### config.mk
export PLATFORM = sky130hd
export DESIGN_NAME = hsv_to_rgb_rainbow
export DESIGN_NICKNAME = d
export VERILOG_FILES = /design/src/rtl/core/hsvr_pkg.sv /design/src/rtl/core/hsvr_hue_stage.sv /design/src/rtl/core/hsvr_sat_stage.sv /design/src/rtl/core/hsvr_val_stage.sv /design/src/rtl/core/hsv_to_rgb_rainbow.sv
export VERILOG_INCLUDE_DIRS = /design/src /design/src/rtl/core
export SDC_FILE = /design/constraint.sdc
export NUM_CORES = 1
export LEC_CHECK = 0
export BUFFER_PORTS_ARGS = -buffer_cell sky130_fd_sc_hd__clkbuf_2
export CORE_UTILIZATION = 44
export CTS_CLUSTER_DIAMETER = 120
export DETAILED_ROUTE_END_ITERATION = 8
export PLACE_DENSITY = 0.64
export SYNTH_ARGS = -nofsm -noshare
export SYNTH_HDL_FRONTEND = slang
export SYNTH_SLANG_ARGS = --single-unit
export TNS_END_PERCENT = 1
### constraint.sdc
create_clock -name clk -period 13.28 [get_ports clk]
set_clock_uncertainty 0.1 [all_clocks]
set_input_delay 0 -clock clk [delete_from_list [all_inputs] [get_ports clk]]
set_output_delay 0 -clock clk [all_outputs]
set_load 0.1 [all_outputs]
### src/rtl/core/hsv_to_rgb_rainbow_assert.svh
// assertion macros shared by the hsv to rgb pipeline
// each macro expects clk and rst_n in scope
`ifndef HSV_TO_RGB_RAINBOW_ASSERT_SVH
`define HSV_TO_RGB_RAINBOW_ASSERT_SVH

// consequent checked in the same cycle
`define HSVR_ASSERT_NOW(lbl, ante, cons) \
    lbl: assert property (@(posedge clk) disable iff (!rst_n) (ante) |-> (cons)) \
        else $error("hsv_to_rgb_rainbow: assertion failed");

// consequent checked in the next cycle
`define HSVR_ASSERT_NEXT(lbl, ante, cons) \
    lbl: assert property (@(posedge clk) disable iff (!rst_n) (ante) |=> (cons)) \
        else $error("hsv_to_rgb_rainbow: assertion failed");

`endif

### src/rtl/core/hsvr_pkg.sv
`timescale 1ns / 1ps
`default_nettype none

package hsvr_pkg;

    localparam logic [7:0] FULL_LEVEL   = 8'd255;
    localparam logic [7:0] ANCHOR_LOW   = 8'd85;
    localparam logic [7:0] ANCHOR_HIGH  = 8'd171;
    localparam logic [7:0] THIRD_SCALE  = 8'd85;   // 256 / 3
    localparam logic [7:0] TWOTH_SCALE  = 8'd170;  // 256 * 2 / 3

    // hue sections, eight of 32 steps each
    typedef enum logic [2:0] {
        SEC_RED    = 3'd0,
        SEC_ORANGE = 3'd1,
        SEC_YELLOW = 3'd2,
        SEC_GREEN  = 3'd3,
        SEC_AQUA   = 3'd4,
        SEC_BLUE   = 3'd5,
        SEC_PURPLE = 3'd6,
        SEC_PINK   = 3'd7
    } hue_sec_t;

    typedef struct packed {
        logic [7:0] hue;
        logic [7:0] sat;
        logic [7:0] val;
    } hsv_t;

    typedef struct packed {
        logic [7:0] r;
        logic [7:0] g;
        logic [7:0] b;
    } rgb_t;

    // after hue mapping
    typedef struct packed {
        rgb_t       rgb;
        logic [7:0] sat;
        logic [7:0] flr;
        logic [7:0] v2;
        logic       val_full;
    } hue_word_t;

    // after saturation
    typedef struct packed {
        rgb_t       rgb;
        logic [7:0] v2;
        logic       val_full;
    } sat_word_t;

    function automatic logic [7:0] scale8(input logic [7:0] x, input logic [7:0] s);
        logic [15:0] p;
        p = x * s;
        return p[15:8];
    endfunction

    // nonzero channels get scaled plus one, zero stays zero
    function automatic logic [7:0] scale8_nz(input logic [7:0] x, input logic [7:0] s);
        logic [7:0] q;
        q = scale8(x, s) + 8'd1;
        return (x == 8'd0) ? 8'd0 : q;
    endfunction

endpackage

`default_nettype wire

### src/rtl/core/hsvr_hue_stage.sv
`timescale 1ns / 1ps
`default_nettype none

module hsvr_hue_stage (
    input  wire logic              clk,
    input  wire logic              rst_n,
    input  wire logic              in_valid,
    output      logic              in_ready,
    input  wire hsvr_pkg::hsv_t    in_word,
    output      logic              out_valid,
    input  wire logic              out_ready,
    output      hsvr_pkg::hue_word_t out_word
);

    logic                valid_reg;
    hsvr_pkg::hue_word_t word_reg;
    hsvr_pkg::hue_word_t word_next;
    logic [7:0]          off8;
    logic [7:0]          third;
    logic [7:0]          twoth;
    logic [7:0]          dsat;
    logic                in_fire;

    assign off8  = {in_word.hue[4:0], 3'b000};
    assign third = hsvr_pkg::scale8(off8, hsvr_pkg::THIRD_SCALE);
    assign twoth = hsvr_pkg::scale8(off8, hsvr_pkg::TWOTH_SCALE);
    assign dsat  = hsvr_pkg::FULL_LEVEL - in_word.sat;

    always_comb
    begin
        word_next.rgb = '0;
        case (hsvr_pkg::hue_sec_t'(in_word.hue[7:5]))
            hsvr_pkg::SEC_RED:
            begin
                word_next.rgb.r = hsvr_pkg::FULL_LEVEL - third;
                word_next.rgb.g = third;
            end
            hsvr_pkg::SEC_ORANGE:
            begin
                word_next.rgb.r = hsvr_pkg::ANCHOR_HIGH;
                word_next.rgb.g = hsvr_pkg::ANCHOR_LOW + third;
            end
            hsvr_pkg::SEC_YELLOW:
            begin
                word_next.rgb.r = hsvr_pkg::ANCHOR_HIGH - twoth;
                word_next.rgb.g = hsvr_pkg::ANCHOR_HIGH + third;
            end
            hsvr_pkg::SEC_GREEN:
            begin
                word_next.rgb.g = hsvr_pkg::FULL_LEVEL - third;
                word_next.rgb.b = third;
            end
            hsvr_pkg::SEC_AQUA:
            begin
                word_next.rgb.g = hsvr_pkg::ANCHOR_HIGH - twoth;
                word_next.rgb.b = hsvr_pkg::ANCHOR_LOW + twoth;
            end
            hsvr_pkg::SEC_BLUE:
            begin
                word_next.rgb.r = third;
                word_next.rgb.b = hsvr_pkg::FULL_LEVEL - third;
            end
            hsvr_pkg::SEC_PURPLE:
            begin
                word_next.rgb.r = hsvr_pkg::ANCHOR_LOW + third;
                word_next.rgb.b = hsvr_pkg::ANCHOR_HIGH - third;
            end
            hsvr_pkg::SEC_PINK:
            begin
                word_next.rgb.r = hsvr_pkg::ANCHOR_HIGH + third;
                word_next.rgb.b = hsvr_pkg::ANCHOR_LOW - third;
            end
            default:
            begin
                word_next.rgb = '0;
            end
        endcase
        word_next.sat      = in_word.sat;
        word_next.flr      = hsvr_pkg::scale8(dsat, dsat);
        // squared brightness with video rounding
        word_next.v2       = hsvr_pkg::scale8(in_word.val, in_word.val)
                             + {7'd0, (in_word.val != 8'd0)};
        word_next.val_full = (in_word.val == hsvr_pkg::FULL_LEVEL);
    end

    assign in_ready  = !valid_reg || out_ready;
    assign in_fire   = in_valid && in_ready;
    assign out_valid = valid_reg;
    assign out_word  = word_reg;

    always_ff @(posedge clk or negedge rst_n)
    begin
        if (!rst_n)
        begin
            valid_reg <= 1'b0;
        end
        else if (in_ready)
        begin
            valid_reg <= in_valid;
        end
    end

    always_ff @(posedge clk)
    begin
        if (in_fire)
        begin
            word_reg <= word_next;
        end
    end

endmodule

`default_nettype wire

### src/rtl/core/hsvr_sat_stage.sv
`timescale 1ns / 1ps
`default_nettype none

`include "hsv_to_rgb_rainbow_assert.svh"

module hsvr_sat_stage (
    input  wire logic                clk,
    input  wire logic                rst_n,
    input  wire logic                in_valid,
    output      logic                in_ready,
    input  wire hsvr_pkg::hue_word_t in_word,
    output      logic                out_valid,
    input  wire logic                out_ready,
    output      hsvr_pkg::sat_word_t out_word
);

    logic                valid_reg;
    hsvr_pkg::sat_word_t word_reg;
    hsvr_pkg::sat_word_t word_next;
    logic                in_fire;

    always_comb
    begin
        word_next.v2       = in_word.v2;
        word_next.val_full = in_word.val_full;
        if (in_word.sat == hsvr_pkg::FULL_LEVEL)
        begin
            word_next.rgb = in_word.rgb;
        end
        else if (in_word.sat == 8'd0)
        begin
            // no saturation gives white
            word_next.rgb.r = hsvr_pkg::FULL_LEVEL;
            word_next.rgb.g = hsvr_pkg::FULL_LEVEL;
            word_next.rgb.b = hsvr_pkg::FULL_LEVEL;
        end
        else
        begin
            word_next.rgb.r = hsvr_pkg::scale8_nz(in_word.rgb.r, in_word.sat) + in_word.flr;
            word_next.rgb.g = hsvr_pkg::scale8_nz(in_word.rgb.g, in_word.sat) + in_word.flr;
            word_next.rgb.b = hsvr_pkg::scale8_nz(in_word.rgb.b, in_word.sat) + in_word.flr;
        end
    end

    assign in_ready  = !valid_reg || out_ready;
    assign in_fire   = in_valid && in_ready;
    assign out_valid = valid_reg;
    assign out_word  = word_reg;

    always_ff @(posedge clk or negedge rst_n)
    begin
        if (!rst_n)
        begin
            valid_reg <= 1'b0;
        end
        else if (in_ready)
        begin
            valid_reg <= in_valid;
        end
    end

    always_ff @(posedge clk)
    begin
        if (in_fire)
        begin
            word_reg <= word_next;
        end
    end

    `HSVR_ASSERT_NEXT(a_sat_zero_white, in_fire && (in_word.sat == 8'd0), valid_reg && (word_reg.rgb == {3{hsvr_pkg::FULL_LEVEL}}))
    `HSVR_ASSERT_NEXT(a_sat_full_pass, in_fire && (in_word.sat == hsvr_pkg::FULL_LEVEL), word_reg.rgb == $past(in_word.rgb))

endmodule

`default_nettype wire

### src/rtl/core/hsvr_val_stage.sv
`timescale 1ns / 1ps
`default_nettype none

`include "hsv_to_rgb_rainbow_assert.svh"

module hsvr_val_stage (
    input  wire logic                clk,
    input  wire logic                rst_n,
    input  wire logic                in_valid,
    output      logic                in_ready,
    input  wire hsvr_pkg::sat_word_t in_word,
    output      logic                out_valid,
    input  wire logic                out_ready,
    output      hsvr_pkg::rgb_t      out_word
);

    logic           valid_reg;
    hsvr_pkg::rgb_t word_reg;
    hsvr_pkg::rgb_t word_next;
    logic           in_fire;

    always_comb
    begin
        if (in_word.val_full)
        begin
            word_next = in_word.rgb;
        end
        else if (in_word.v2 == 8'd0)
        begin
            word_next = '0;
        end
        else
        begin
            word_next.r = hsvr_pkg::scale8_nz(in_word.rgb.r, in_word.v2);
            word_next.g = hsvr_pkg::scale8_nz(in_word.rgb.g, in_word.v2);
            word_next.b = hsvr_pkg::scale8_nz(in_word.rgb.b, in_word.v2);
        end
    end

    assign in_ready  = !valid_reg || out_ready;
    assign in_fire   = in_valid && in_ready;
    assign out_valid = valid_reg;
    assign out_word  = word_reg;

    always_ff @(posedge clk or negedge rst_n)
    begin
        if (!rst_n)
        begin
            valid_reg <= 1'b0;
        end
        else if (in_ready)
        begin
            valid_reg <= in_valid;
        end
    end

    always_ff @(posedge clk)
    begin
        if (in_fire)
        begin
            word_reg <= word_next;
        end
    end

    `HSVR_ASSERT_NEXT(a_val_dark_black, in_fire && !in_word.val_full && (in_word.v2 == 8'd0), valid_reg && (word_reg == '0))

endmodule

`default_nettype wire

### src/rtl/core/hsv_to_rgb_rainbow.sv
`timescale 1ns / 1ps
`default_nettype none

// hsv to rgb converter with the rainbow hue map. takes one pixel word per clock
// when the output side is ready and returns one rgb word per pixel, in order.
// the rate of one word per cycle is held by three register stages, each built
// around one bank of 8x8 multipliers: hue mapping (plus the desaturation floor
// and brightness square), saturation scaling, and brightness scaling. each stage
// carries its own valid bit and only stalls when the stage after it is full, so
// bubbles close up and no word is lost or repeated. all channel sums wrap modulo
// 256. saturation 0 gives white, brightness 0 gives black. there is no state
// between pixels and no configuration.

`include "hsv_to_rgb_rainbow_assert.svh"

module hsv_to_rgb_rainbow (
    input  wire logic        clk,
    input  wire logic        rst_n,
    // input words
    input  wire logic        s_axis_tvalid,
    output      logic        s_axis_tready,
    input  wire logic [23:0] s_axis_tdata,   // hue [7:0], saturation [15:8], brightness [23:16]
    // output words
    output      logic        m_axis_tvalid,
    input  wire logic        m_axis_tready,
    output      logic [23:0] m_axis_tdata    // red [7:0], green [15:8], blue [23:16]
);

    hsvr_pkg::hsv_t      hsv_in;
    hsvr_pkg::hue_word_t hue_word;
    hsvr_pkg::sat_word_t sat_word;
    hsvr_pkg::rgb_t      rgb_word;
    logic                hue_valid;
    logic                hue_ready;
    logic                sat_valid;
    logic                sat_ready;

    // unpack the input word, hue in the low byte
    assign hsv_in.hue = s_axis_tdata[7:0];
    assign hsv_in.sat = s_axis_tdata[15:8];
    assign hsv_in.val = s_axis_tdata[23:16];

    // stage 1: hue section map, desaturation floor, squared brightness
    hsvr_hue_stage u_hue (
        .clk       (clk),
        .rst_n     (rst_n),
        .in_valid  (s_axis_tvalid),
        .in_ready  (s_axis_tready),
        .in_word   (hsv_in),
        .out_valid (hue_valid),
        .out_ready (hue_ready),
        .out_word  (hue_word)
    );

    // stage 2: saturation
    hsvr_sat_stage u_sat (
        .clk       (clk),
        .rst_n     (rst_n),
        .in_valid  (hue_valid),
        .in_ready  (hue_ready),
        .in_word   (hue_word),
        .out_valid (sat_valid),
        .out_ready (sat_ready),
        .out_word  (sat_word)
    );

    // stage 3: brightness, doubles as the output register
    hsvr_val_stage u_val (
        .clk       (clk),
        .rst_n     (rst_n),
        .in_valid  (sat_valid),
        .in_ready  (sat_ready),
        .in_word   (sat_word),
        .out_valid (m_axis_tvalid),
        .out_ready (m_axis_tready),
        .out_word  (rgb_word)
    );

    // pack the output word, red in the low byte
    assign m_axis_tdata = {rgb_word.b, rgb_word.g, rgb_word.r};

    // input side only backs up when every stage holds a word and the sink stalls
    `HSVR_ASSERT_NOW(a_full_when_blocked, !s_axis_tready, m_axis_tvalid && !m_axis_tready && hue_valid && sat_valid)

endmodule

`default_nettype wire

==> impl_metrics.yaml <==
run_status:
  outcome: "finished clean"
timing:
  setup_violations: 0
  worst_pin_slew_ns: 1.14
  final_hold_viol_count: 0
  relSlewSlack: 0.243
  period_share: 0.547
  period_minus_slack_ns: 7.27
  tns_ns: 0
  rsz0062_at_grt: "false"
  maxSlewViolCount: 0
  fmax_ghz: 0.138
  holdWs_ns: 0.0207
setup_path:
  reg2reg_to: "u_sat.out_word[16]"
  crit_path_end_kind: "flop"
  r2r_slack_ns: 6.01
  r2r_cells: 25
  crit_path_start: "u_hue.out_word[21]"
  arrival_ns: 7.30
  cp_max_fo: 26
  reg2reg_from: "u_hue.out_word[21]"
  crit_type: "flop to flop"
  start_kind: "flop"
  critPathRequiredTime_ns: 13.31
  crit_end: "u_sat.out_word[16]"
grt:
  antenna_found_initial: 0
  grt-ovfl-total: 0
  track_usage: 0.206
  grt_pass1_wl_um: 85500
  grt_pass1_vias: 17300
  grt_max_degree: 55
drt:
  drt-total-wl_um: 50300
  ant_nets: 0
  drt-vias-per-instance: 5.38
  first_iter_violations: 1081
  dr_wl_met2_um: 24700
  routedWlPerCell_um: 15.8
  firstDrtPassIters: 5
  vias: 17100
  wl_met1_um: 23100
  wl_met3_um: 1740
  drcViolationCount: 0
  highest_layer: "met4"
die:
  die_w_um: 227
  die_area_um2: 51600
  io_pins: 54
  die_h_um: 227
  rows: 82
  design.core.area_um2: 50100
  initial_utilization: 0.446
synth:
  synth_top_area_cell: "fa_1"
  yosys_warnings: 0
  ys_async_sr_fraction: 0.0275
  netlist_top_cells_area: "fa_1 24%, ha_1 17%, edfxtp_1 14%"
  synth_nets: 3119
  synth_edf_count: 106
  syn_inst: 2522
  ys_types: 87
  synth_area_per_cell_um2: 8.85
  syn-cell-area_um2: 22300
  ys_seq_area_frac: 0.146
  yosys_most_used_dff: "edfxtp_1"
  synthDominantCellAreaShare: 0.237
  synth_seq_cells: 109
placed_design:
  hpwl_um: 39300
  dpl_cell_area_um2: 23100
  routabilityCongestion: 0.862
  port_buffers: 53
final_layout:
  post-route-util: 0.469
  drive_gt1_frac: 0.0468
  num-fill-cells: 4838
  diodes: 0
  layout-area-overhead-vs-synth_pct: 5.25
  nNetsFinal: 3093
  final_area_um2: 23500
clock_network:
  post_cts_resize_count: 0
  cts_tree: "done"
  numCtsBuffers: 9
  clock_sinks: 109
  cts.clk_slew.worst_paths_ns: 0.08
  clock_latency_ns: 0.40
  cts_buffer_depth: 2
  cts_root_buffer: "clkbuf_16"
  htreeDepth: 3
flow_run:
  drv_cap: 0
worst_hold_path:
  hold_class: "input port to flop"
  worstHoldPathCells: 3
[critical path, stage by stage, from the launching register on]
cell and delay, ns:
edfxtp_1 0.75, and2_1 0.31, fa_1 0.47, fa_1 0.55, inv_1 0.06, fa_1 0.47, fa_1 0.54, inv_1 0.04
ha_1 0.22, a2111oi_2 0.36, o41ai_2 0.19, a21oi_1 0.33, nor2_1 0.11, ha_1 0.25, nor2b_1 0.17, o21ai_0 0.09
nand3_1 0.10, a221oi_1 0.33, xor2_1 0.17, nor2_1 0.06, ha_1 0.33, a21oi_1 0.22, o21ai_0 0.15, xnor2_1 0.15
and3_1 0.18, o32a_1 0.30
[sequential cells by signal, summed over array words and instances (netlist names)]
register,flops
u_val.out_valid,1
u_val.out_word,24
u_sat.out_valid,1
u_hue.out_valid,1
u_hue.out_word,49
u_sat.out_word,33
[through the flow]
stage / setup slack [ns] / instances
2_1_floorplan: 6.69 / 2522
3_3_place_gp: 6.24 / 3143
3_5_place_dp: 6.04 / 3143
4_1_cts: 6.01 / 3173
5_1_grt: 5.50 / 3173
6_report: 6.01 / 3173
[cells by family (layout without fill, tap and decap cells)]
| logic type | count (synthesis) | after routing | synth area share |
|---|---|---|---|
| xor gates and xnor gates | 157 | 157 | 0.0616 |
| and+or+nand+nor | 825 | 825 | 0.193 |
| DFF | 109 | 109 | 0.146 |
| muxes | 9 | 9 | 0.00420 |
| buffers and inverters | 499 | 478 | 0.0842 |
| AOI/OAI and AO/OA | 352 | 352 | 0.103 |
| adders and majority gates | 571 | 571 | 0.409 |
[synthesized netlist by cell type, types with 13 or more instances]
master      n
a21oi_1   113
nor2_1    133
fa_1      264
ha_1      305
xor2_1     56
and3_1     15
buf_1      14
nand2b_1   19
nand2_1   222
nand3_1    32
or2_2      15
a21o_1     16
o211ai_1   19
edfxtp_1  106
a22o_1     22
inv_1     384
and2_1    260
o21ai_0    65
nor3_1     32
nor2b_1    13
nand4_1    15
xnor2_1   101
clkbuf_1   92
nor4_1     17
[worst min path at each step]
stage,from,end
floorplan,rst_n,u_hue.out_valid
global placement,rst_n,u_hue.out_valid
detailed placement,rst_n,u_val.out_valid
CTS,s_axis_tdata[22],u_hue.out_word[8]
global route,s_axis_tdata[22],u_hue.out_word[8]
finish,s_axis_tdata[22],u_hue.out_word[8]
[layout make-up]
cell class	instances	area, um^2	area share
Sequential cell	109	3260	0.139
Timing Repair Buffer	75	465	0.0198
Multi-Input combinational cell	1914	17200	0.731
Clock inverter	5	60.1	0.00256
Tap cell	672	841	0.0358
Clock buffer	11	233	0.00990
Inverter	387	1450	0.0618
[repair_timing]
item	in CTS	in global routing
buffers inserted	0	0
hold buffers	14	0
endpoints found under the hold margin	15	0
[per-layer routing]
metal | up-vias | track usage
met5 | - | 0
met4 | 0 | 0.0535
met3 | 52 | 0.0254
met2 | 324 | 0.355
met1 | 8482 | 0.272
li1 | 8209 | -
[cell usage in the layout (no fill, tap or decap), drive strengths merged, types with 11 or more instances in the layout]
master         n
a21o          16
a21oi        113
a22o          22
and2         266
and3          16
clkbuf        64
dlygate4sd3   14
edfxtp       106
fa           264
ha           305
inv          386
nand2        222
nand2b        19
nand3         33
nand4         15
nor2         134
nor2b         13
nor3          34
nor4          18
o211ai        19
o21a          13
o21ai         69
o21bai        11
or2           15
xnor2        101
xor2          56
Power is left out: the tool's default activity adds up to more than one toggle a clock period on the data nets, which glitch-free logic cannot reach.
